$ cat src/rtl/core/rrts_pkg.sv
// ----------------------------------------------------------------------------
// rrts_pkg
// Shared sizes, command and status codes for the round-robin task scheduler.
// ----------------------------------------------------------------------------
package rrts_pkg;

  // table geometry
  localparam int TASK_SLOTS = 8;
  localparam int EVENT_BITS = 16;
  localparam int SLOT_W     = $clog2(TASK_SLOTS);
  // event bits that the 16-bit mask field can reach
  localparam int EV_USE     = (EVENT_BITS < 16) ? EVENT_BITS : 16;

  // field widths
  localparam int CMD_W    = 3;
  localparam int MASK_W   = 16;
  localparam int HANDLE_W = 16;
  localparam int STATUS_W = 2;
  localparam int FIELD_W  = 3;
  localparam int IN_DATA_W  = 32;
  localparam int OUT_DATA_W = 24;

  typedef logic [SLOT_W-1:0]     slot_idx_t;
  typedef logic [TASK_SLOTS-1:0] slot_vec_t;
  typedef logic [EVENT_BITS-1:0] ev_t;
  typedef logic [HANDLE_W-1:0]   handle_t;

  // command codes
  typedef enum logic [CMD_W-1:0] {
    CMD_SWITCH  = 3'd0,
    CMD_ALLOC   = 3'd1,
    CMD_WAIT    = 3'd2,
    CMD_RELEASE = 3'd3,
    CMD_EXIT    = 3'd4
  } cmd_e;

  // result status codes
  typedef enum logic [STATUS_W-1:0] {
    ST_OK   = 2'd0,
    ST_FULL = 2'd1,
    ST_IDLE = 2'd2
  } status_e;

endpackage

$ cat src/rtl/core/rrts_ram.sv
// ----------------------------------------------------------------------------
// rrts_ram
// Generic single-write, single-read RAM with registered read data.
// ----------------------------------------------------------------------------
module rrts_ram #(
  parameter int WIDTH = 16,
  parameter int DEPTH = 8
) (
  input  logic                     clk,
  input  logic                     we,
  input  logic [$clog2(DEPTH)-1:0] waddr,
  input  logic [WIDTH-1:0]         wdata,
  input  logic                     re,
  input  logic [$clog2(DEPTH)-1:0] raddr,
  output logic [WIDTH-1:0]         rdata
);

  logic [WIDTH-1:0] mem [DEPTH];

  // write port and registered read port
  always_ff @(posedge clk) begin
    if (we) begin
      mem[waddr] <= wdata;
    end
    if (re) begin
      rdata <= mem[raddr];
    end
  end

endmodule

$ cat src/rtl/core/round_robin_task_scheduler.sv
// ----------------------------------------------------------------------------
// round_robin_task_scheduler
// Task table with event flags and a round-robin pick of the running slot.
// ----------------------------------------------------------------------------
// Usage:
//   s_axis carries one command per transaction: tuser holds the command code,
//   tdata the event mask and the task handle. m_axis returns one result per
//   command: tuser holds the status, tdata the allocated slot, the running
//   slot and the handle of the running slot.
//   Awaited events and handles live in two RAMs with registered read data; in-use and
//   runnable bits and the event-valid bits are flip-flops.
//   Commands are processed one at a time. After acceptance, switch, allocate,
//   exit and unknown codes pass through S_EXEC and S_HREAD; wait adds
//   S_WAIT_WR (read-modify-write of the awaited set), and release sweeps the
//   event RAM with one read per slot in S_REL_RD and a write-back in S_REL_WR
//   where the mask hits. S_RESP then registers the result on m_axis.
//   s_axis_tready is high only while no command is in progress, so a new
//   command is taken only once the last result is registered.
//   Reset empties the table, clears the running slot to 0 and drops any
//   pending result. A stalled receiver holds the result; the block finishes
//   the next command up to its result and then waits for the output register.
// ----------------------------------------------------------------------------
module round_robin_task_scheduler (
  input  logic                            clk,
  input  logic                            rst,
  input  logic                            s_axis_tvalid,
  output logic                            s_axis_tready,
  // event_mask [15:0], task_handle [31:16]
  input  logic [rrts_pkg::IN_DATA_W-1:0]  s_axis_tdata,
  // cmd [2:0]
  input  logic [rrts_pkg::CMD_W-1:0]      s_axis_tuser,
  output logic                            m_axis_tvalid,
  input  logic                            m_axis_tready,
  // allocated_slot [2:0], running_slot [5:3], running_handle [21:6], zero [23:22]
  output logic [rrts_pkg::OUT_DATA_W-1:0] m_axis_tdata,
  // status [1:0]
  output logic [rrts_pkg::STATUS_W-1:0]   m_axis_tuser
);

  import rrts_pkg::*;

  typedef enum logic [2:0] {
    S_IDLE,
    S_EXEC,
    S_WAIT_WR,
    S_REL_RD,
    S_REL_WR,
    S_HREAD,
    S_RESP
  } state_t;

  typedef struct packed {
    logic      found;
    slot_idx_t idx;
  } pick_t;

  // next runnable slot, searching from cur+1 round and ending at cur
  function automatic pick_t pick_next(slot_vec_t flags, slot_idx_t cur);
    pick_t             res;
    logic [SLOT_W:0]   sum;
    slot_idx_t         idx;
    res = '0;
    for (int k = TASK_SLOTS; k >= 1; k--) begin
      sum = {1'b0, cur} + (SLOT_W+1)'(k);
      if (sum >= (SLOT_W+1)'(TASK_SLOTS)) begin
        sum = sum - (SLOT_W+1)'(TASK_SLOTS);
      end
      idx = sum[SLOT_W-1:0];
      if (flags[idx]) begin
        res.found = 1'b1;
        res.idx   = idx;
      end
    end
    return res;
  endfunction

  // lowest free slot
  function automatic pick_t pick_free(slot_vec_t used);
    pick_t res;
    res = '0;
    for (int i = TASK_SLOTS - 1; i >= 0; i--) begin
      if (!used[i]) begin
        res.found = 1'b1;
        res.idx   = SLOT_W'(i);
      end
    end
    return res;
  endfunction

  // slot number to the 3-bit result field
  function automatic logic [FIELD_W-1:0] slot_field(slot_idx_t s);
    logic [SLOT_W+FIELD_W-1:0] w;
    w = {{FIELD_W{1'b0}}, s};
    return w[FIELD_W-1:0];
  endfunction

  // 16-bit mask field to the event width
  function automatic ev_t mask_to_ev(logic [MASK_W-1:0] m);
    ev_t r;
    r = '0;
    r[EV_USE-1:0] = m[EV_USE-1:0];
    return r;
  endfunction

  state_t               state;
  logic [CMD_W-1:0]     cmd;
  ev_t                  mask;
  handle_t              handle;
  slot_idx_t            running;
  slot_idx_t            sweep;
  slot_idx_t            given;
  status_e              status;
  slot_vec_t            in_use;
  slot_vec_t            runnable;
  slot_vec_t            ev_valid;

  logic                 ev_we;
  slot_idx_t            ev_waddr;
  ev_t                  ev_wdata;
  logic                 ev_re;
  slot_idx_t            ev_raddr;
  ev_t                  ev_rdata;
  ev_t                  ev_cur;
  slot_idx_t            ev_slot;
  logic                 rel_hit;

  logic                 h_we;
  logic                 h_re;
  handle_t              h_rdata;

  slot_vec_t            sched_flags;
  pick_t                nxt;
  pick_t                free;

  // scheduling candidates; the current slot drops out after wait or exit
  always_comb begin
    sched_flags = in_use & runnable;
    if (state == S_WAIT_WR || cmd == CMD_EXIT) begin
      sched_flags[running] = 1'b0;
    end
    nxt  = pick_next(sched_flags, running);
    free = pick_free(in_use);
  end

  // awaited-event RAM access
  always_comb begin
    ev_slot  = (state == S_REL_WR) ? sweep : running;
    ev_cur   = ev_valid[ev_slot] ? ev_rdata : '0;
    rel_hit  = (ev_cur & mask) != '0;
    ev_re    = (state == S_EXEC && cmd == CMD_WAIT) || (state == S_REL_RD);
    ev_raddr = (state == S_REL_RD) ? sweep : running;
    ev_we    = (state == S_WAIT_WR) || (state == S_REL_WR && rel_hit);
    ev_waddr = ev_slot;
    ev_wdata = (state == S_WAIT_WR) ? (ev_cur | mask) : (ev_cur & ~mask);
  end

  // handle RAM access
  assign h_we = (state == S_EXEC) && (cmd == CMD_ALLOC) && free.found;
  assign h_re = (state == S_HREAD);

  rrts_ram #(
    .WIDTH (EVENT_BITS),
    .DEPTH (TASK_SLOTS)
  ) u_ev_ram (
    .clk   (clk),
    .we    (ev_we),
    .waddr (ev_waddr),
    .wdata (ev_wdata),
    .re    (ev_re),
    .raddr (ev_raddr),
    .rdata (ev_rdata)
  );

  rrts_ram #(
    .WIDTH (HANDLE_W),
    .DEPTH (TASK_SLOTS)
  ) u_handle_ram (
    .clk   (clk),
    .we    (h_we),
    .waddr (free.idx),
    .wdata (handle),
    .re    (h_re),
    .raddr (running),
    .rdata (h_rdata)
  );

  assign s_axis_tready = (state == S_IDLE);

  // command sequencer, table flags and output register
  always_ff @(posedge clk) begin
    if (rst) begin
      state         <= S_IDLE;
      running       <= '0;
      in_use        <= '0;
      runnable      <= '0;
      ev_valid      <= '0;
      m_axis_tvalid <= 1'b0;
    end else begin
      // result taken; a new one from S_RESP takes its place below
      if (m_axis_tvalid && m_axis_tready && state != S_RESP) begin
        m_axis_tvalid <= 1'b0;
      end
      unique case (state)
        S_IDLE: begin
          if (s_axis_tvalid) begin
            cmd    <= s_axis_tuser;
            mask   <= mask_to_ev(s_axis_tdata[MASK_W-1:0]);
            handle <= s_axis_tdata[MASK_W +: HANDLE_W];
            status <= ST_OK;
            given  <= '0;
            sweep  <= '0;
            state  <= S_EXEC;
          end
        end
        S_EXEC: begin
          unique case (cmd)
            CMD_SWITCH: begin
              state <= S_HREAD;
              if (nxt.found) begin
                running <= nxt.idx;
              end else begin
                status <= ST_IDLE;
              end
            end
            CMD_ALLOC: begin
              state <= S_HREAD;
              if (free.found) begin
                in_use[free.idx]   <= 1'b1;
                runnable[free.idx] <= 1'b1;
                ev_valid[free.idx] <= 1'b0;
                given              <= free.idx;
              end else begin
                status <= ST_FULL;
              end
            end
            CMD_WAIT: begin
              state <= S_WAIT_WR;
            end
            CMD_RELEASE: begin
              state <= S_REL_RD;
            end
            CMD_EXIT: begin
              state             <= S_HREAD;
              in_use[running]   <= 1'b0;
              runnable[running] <= 1'b0;
              ev_valid[running] <= 1'b0;
              if (nxt.found) begin
                running <= nxt.idx;
              end else begin
                status <= ST_IDLE;
              end
            end
            default: begin
              state <= S_HREAD;
            end
          endcase
        end
        S_WAIT_WR: begin
          // awaited set written back this cycle
          ev_valid[running] <= 1'b1;
          runnable[running] <= 1'b0;
          if (nxt.found) begin
            running <= nxt.idx;
          end else begin
            status <= ST_IDLE;
          end
          state <= S_HREAD;
        end
        S_REL_RD: begin
          state <= S_REL_WR;
        end
        S_REL_WR: begin
          if (rel_hit) begin
            ev_valid[sweep] <= 1'b1;
            runnable[sweep] <= 1'b1;
          end
          if (sweep == SLOT_W'(TASK_SLOTS - 1)) begin
            state <= S_HREAD;
          end else begin
            sweep <= sweep + 1'b1;
            state <= S_REL_RD;
          end
        end
        S_HREAD: begin
          state <= S_RESP;
        end
        S_RESP: begin
          if (!m_axis_tvalid || m_axis_tready) begin
            m_axis_tvalid <= 1'b1;
            m_axis_tuser  <= status;
            m_axis_tdata  <= {2'b00,
                              (in_use[running] ? h_rdata : '0),
                              slot_field(running),
                              slot_field(given)};
            state         <= S_IDLE;
          end
        end
        default: begin
          state <= S_IDLE;
        end
      endcase
    end
  end

endmodule

$ cat config.mk
export PLATFORM = sky130hd
export DESIGN_NAME = round_robin_task_scheduler
export DESIGN_NICKNAME = d
export VERILOG_FILES = /design/src/rtl/core/rrts_pkg.sv /design/src/rtl/core/rrts_ram.sv /design/src/rtl/core/round_robin_task_scheduler.sv
export SDC_FILE = /design/constraint.sdc
export NUM_CORES = 1
export LEC_CHECK = 0
export ABC_AREA = 1
export CORE_ASPECT_RATIO = 1.4
export CORE_UTILIZATION = 27
export CTS_CLUSTER_SIZE = 10
export DETAILED_ROUTE_END_ITERATION = 10
export DONT_BUFFER_PORTS = 1
export PLACE_DENSITY = 0.44
export SLEW_MARGIN = 30
export SYNTH_ARGS = -nofsm -noshare
export SYNTH_HDL_FRONTEND = slang
export SYNTH_SLANG_ARGS = --single-unit
$ cat constraint.sdc
create_clock -name clk -period 8.16 [get_ports clk]
set_input_delay 1.224 -clock clk [delete_from_list [all_inputs] [get_ports clk]]
set_output_delay 1.224 -clock clk [all_outputs]
set_load 0.01 [all_outputs]
Word level (Yosys, flattened, before mapping)
Memories as Yosys holds them, arrays and structs flattened. A register that Yosys moved wholly into a read port is not among the register bits.
Index checks and enable logic that the tools add are counted.
Word-level totals
  memories: 2
  register bits after elaboration: 98
  bits in writable memories: 256
Memory list
  u_ev_ram.mem: words 8, bits a word 16, read ports 1, clocked after Yosys merged registers in 1, wr ports 1, line rrts_ram.sv:18  | logic [WIDTH-1:0] mem [DEPTH];
  u_handle_ram.mem: words 8, bits a word 16, read ports 1, clocked after Yosys merged registers in 1, wr ports 1, line rrts_ram.sv:18
Cells by class
  reduce and logical (&&, ||, !) cells: 33
  bitwise gates (word level): 18
  $add $sub $neg: 17
  multiplexer cells: 91
  order comparisons: 23
  equality and inequality tests: 24
Operators by type and width (number)
  2-to-1 mux 4 bit: 16
  2-to-1 mux 3 bit: 19
  bitwise AND 8 bit: 6
  less-than comparator 3 x 4 -> 1 bit, second input constant: 12
  2-to-1 mux 8 bit: 6
  case mux 8 bit (2 select lines): 3
  case mux 8 bit (3 select lines): 2
  OR 8 bit: 5
  bitwise AND 16 bit: 2
  greater-or-equal comparator 4 bit, second input constant: 8
  2-to-1 mux 16 bit: 2
  binary-select mux 1 bit (select 3 bit): 10
  case mux 3 bit (2 select lines): 4
  subtractor 3 x 1 -> 3 bit, second input constant: 8
  case mux 3 bit (7 select lines): 1
  2-to-1 mux 1 bit: 20
  adder 3 x 3 -> 4 bit, second input constant: 4
  NOT 16 bit: 1
  NOT 8 bit: 2
  OR 16 bit: 1
  nonzero test 16 bit: 1
  == test 3 bit, second input constant: 5
  != test 2 bit, second input constant: 7
  == test 3 x 2 -> 1 bit, second input constant: 4
  25 further kinds: 57

Logic depth before layout (Yosys ltp)
  word-level depth: 20
  mapped depth: 21

Hierarchy
A second synthesis with hierarchy kept.
Second synthesis, totals
  cell total of the unflattened synthesis: 1889
  area, all modules: 17862.1 µm²
By module, submodules not included
  rrts_ram: instances 2, area an instance 6149.6 µm², cells each 587
  round_robin_task_scheduler: instances 1, area an instance 5562.8 µm², cells each 715

Worst setup path after synthesis
Ideal clock, no wire load.
  path kind: input-to-reg
  from: in rst
  to: reg cmd[0] (enable)
  stages on the path: 2
  data arrival time: 4868 ps
  setup slack: 2777 ps
  setup time: 515 ps
  required time: 7645 ps
  path through: clkbuf_1 > nor4_1
Between the ends
  word-level cells in the longest chain between the ends: 2
RTL lines
  from (decl): line round_robin_task_scheduler.sv:25  | input logic rst,
  NOT 1 bit (no line)
  AND reduction 3 bit (no line)
  to (signal assigned): line round_robin_task_scheduler.sv:206  | cmd <= s_axis_tuser;
  to (decl): line round_robin_task_scheduler.sv:106  | logic [CMD_W-1:0] cmd;
Every way passes these cells.
A chain may end at the register's enable or synchronous reset.

Worst setup path in the final report
  from: reg running[1]
  to: mem u_ev_ram.mem[6][9] (enable)
Between the ends
  word-level cells in the longest chain between the ends: 10
RTL lines
  from (decl): line round_robin_task_scheduler.sv:109  | slot_idx_t running;
  from (signal assigned): line round_robin_task_scheduler.sv:220  | running <= nxt.idx;
  from (signal assigned): line round_robin_task_scheduler.sv:248  | running <= nxt.idx;
  from (signal assigned): line round_robin_task_scheduler.sv:263  | running <= nxt.idx;
  2-to-1 mux 3 bit *: line round_robin_task_scheduler.sv:147  | ev_slot = (state == S_REL_WR) ? sweep : running;
  binary-select mux 1 bit (select 3 bit): line round_robin_task_scheduler.sv:148  | ev_cur = ev_valid[ev_slot] ? ev_rdata : '0;
  2-to-1 mux 1 bit (implied by the code): line round_robin_task_scheduler.sv:148
  2-to-1 mux 16 bit: line round_robin_task_scheduler.sv:148
  bitwise AND 16 bit: line round_robin_task_scheduler.sv:149  | rel_hit = (ev_cur & mask) != '0;
  nonzero test 16 bit: line round_robin_task_scheduler.sv:149
  logical AND 1 bit: line round_robin_task_scheduler.sv:152  | ev_we = (state == S_WAIT_WR) || (state == S_REL_WR && rel_hit);
  logical OR 1 bit: line round_robin_task_scheduler.sv:152
  2-to-1 mux 1 bit: line rrts_ram.sv:22  | if (we) begin
  2-to-1 mux 1 bit (implied by the code): line rrts_ram.sv:23  | mem[waddr] <= wdata;
  to (decl): line rrts_ram.sv:18
Every way passes the cells marked *; elsewhere a longest branch is shown, timed or not. The select of a mux whose other input is x is not followed.

==> metrics.md <==
| Metric | Value |
|---|---|
| Final Max Slew Viols | `0` |
| First-pass GRT wire length | `67.1 mm` |
| # hold bufs at CTS | `0` |
| Minimum clock period | `3930 ps` |
| Clk_lat worst skew | `590 ps` |
| Placer Congestion | `0.887` |
| CP Class | `reg -> reg` |
| Final setup vio count | `0` |
| P_leak | `0.00643 uW` |
| Die X | `211 um` |
| All-Layer GR Usage | `14.4%` |
| Post-cts sizing count | `0` |
| Die height | `295 um` |
| Syn Area/Cell | `10.9 um^2` |
| Slowest CP cell | `nor2_1` |
| Port Buffers | `0` |
| # nets final | `1574` |
| Yosys reg bits | `386` |
| Cell Chain, Critical Path | `buf_4 > nand2_2 > o21ai_4 > inv_2 > nand2_1 > nand2_1 > nand2_2 > nand3_1 > o21ai_1 > nor2_1 > nand2_1 > nor2_2 > nand2_1 > nand2_1 > nor2_1 > buf_4` |
| HP Class | `reg -> reg` |
| Row count | `107` |
| WL/cell | `18.8 um` |
| Fin. Hold Viols | `0` |
| IO Pins | `67` |
| Post-route DRC | `0` |
| Synth unique cells | `46` |
| Core Footprint | `60800 um^2` |
| Synthesized instance count | `1523` |
| Dpl cells | `2296` |
| Clock-pin transition on the worst setup and hold timing paths | `60 ps` |
| Detailed Place HPWL | `27.7 mm` |
| Number of global-route vias before repair | `10701` |
| Peak VDD IR | `0.000135 V` |
| H-tree depth | `2` |
| Crit start category | `flip-flop` |
| Crit Path Max Fanout | `47` |
| Max-Cap Viols | `0` |
| Setup bufs post-CTS | `0` |
| CP dominant cell by count | `nand2_1` |
| Root buffer cell | `clkbuf_16` |
| Setup crit end kind | `flip-flop` |
| Synth warn | `0` |
| Pin count of the biggest net entering global routing | `78` |
| Max Freq | `254 MHz` |
| CTS Buffer Depth | `3` |
| Total routed wirelength | `44.4 mm` |
| Final Non-Filler Cells | `2367` |
| Area grow syn2layout | `14.0%` |
| CTS buffer count | `46` |
| Via count | `11015` |
| Worst Tran Pin Value | `977 ps` |
| Initial Util | `27.2%` |
| TritonCTS clock tree | `built` |
| Relative slew slack | `34.2%` |
| CTS sink count | `386` |
| Grt ovf | `0` |
| # diodes | `0` |
| RSZ-0062 raised after global routing | `false` |
| Sequential share of the synthesized area | `68.2%` |
| Critical Path Max Stage Delay | `640 ps` |
| Initial antenna violation count | `0` |
| Period utilization | `48.2%` |
| Fin Setup TNS | `0 ps` |
| Outcome | `finished clean` |
| DR vias/cell | `4.65` |
| Final ANT Viol Nets | `0` |
| WP data required | `8430 ps` |
| Skew final | `21.5 ps` |
| Crit path DAT | `4200 ps` |
| Tot Pwr | `4850 uW` |
| DR pass1 iterations | `5` |
| Layout cell share with drive strength beyond 1 | `8.65%` |
| First-iteration detailed-routing DRC count | `630` |
| Synthesized area | `16500 um^2` |
| Die area | `62300 um^2` |
| Pwr/cell area | `257 nW/um^2` |
==> cells by family after synthesis <==
family          count (synthesis)  synth area share [%]
xor+xnor                        2                 0.106
simple gates                  620                  15.6
buf+inv                       173                  4.26
flops                         386                  68.2
other cells                     1                0.0227
compound gates                333                  11.2
fa+ha+maj                       8                 0.605
==> registers in the layout, summed over array words and instances (netlist names), 8 cells and up <==
register / flops
u_handle_ram.mem: 128
ev_valid: 8
handle: 16
runnable: 8
u_ev_ram.mem: 128
in_use: 8
u_handle_ram.rdata: 16
u_ev_ram.rdata: 16
mask: 16
m_axis_tdata: 22
==> area by class of cell <==
cell class	count	area (um^2)
clock buffer	62	1230
clock inverter	9	85.1
fill	6245	41900
inverter	102	384
multi-input combinational	965	4670
sequential	386	11300
tap	817	1020
timing repair buffer	26	195
==> report_power, final <==
group / internal, uW / switching, uW
clock: 1050 / 798
sequential: 2310 / 69.5
combinational: 170 / 453
==> worst paths after layout <==
path	from	to	slack, ps	cells past startpoint
min	given[2]	m_axis_tdata[2]	440	0
max	running[1]	u_ev_ram.mem[6][9]	4230	16
min reg2reg	given[2]	m_axis_tdata[2]	440	0
max reg2reg	running[1]	u_ev_ram.mem[6][9]	4230	16
==> worst max-delay path: cells and delay by family (launching register included) <==
family,cells,cell delay [ps]
DFF,1,310
and+or+nand+nor,11,2040
buffers and inverters,3,950
AOI/OAI and AO/OA,2,290
==> cells in the mapped netlist (all sizes together) <==
master	instances	area [um^2]
a2111oi	1	8.76
a21boi	3	22.5
a21oi	47	235
a22oi	2	15.0
a31oi	37	231
a41oi	1	8.76
and2	1	6.26
buf	18	124
clkbuf	53	199
clkinv	4	15.0
conb	1	3.75
dfxtp	31	621
edfxtp	355	10700
ha	8	100
inv	98	368
nand2	189	757
nand3	76	410
nand4	18	113
nor2	323	1230
nor3	10	50.1
nor4	1	6.26
o21a	1	7.51
o21ai	190	977
o21bai	4	30.0
o221ai	1	8.76
o22a	1	8.76
o22ai	37	231
o2bb2ai	1	8.76
o31ai	1	7.51
o32a	2	20.0
o41ai	4	35.0
or2	2	12.5
xnor2	1	8.76
xor2	1	8.76
==> metrics by stage <==
step | instance area (um^2) | util, % | hold slack, ps | setup WS, ps
CTS | 18900 | 31.0 | 450 | 4210
finish | 18900 | 31.0 | 439 | 4230
global placement | 17500 | 28.8 | 445 | 4350
floorplan | 16600 | - | 400 | 2780
detailed placement | 17500 | 28.9 | 437 | 4220
global route | 18900 | 31.0 | 452 | 3830
==> per-layer routing <==
metal  share of wire, %  GRT usage [%]  wire (um)
met2                 52           26.0      22900
met3                3.6           2.38       1590
met4                2.4           4.60       1050
met1                 42           17.3      18800
met5                  0              0          0
==> cell usage in the layout (no fill, tap or decap), types with 8 or more instances in the layout <==
master     instances
o21ai_1           10
clkbuf_16         46
dfxtp_1           29
clkbuf_1          14
nor2_1           306
inv_1             91
nand4_1           18
nor2_2            11
o22ai_1           37
nand3_1           70
o21ai_0          174
ha_1               8
a21oi_1           47
nand2_1          178
edfxtp_1         355
buf_4             26
nor3_1             8
a31oi_1           37
(Power assumes the default switching activity.)
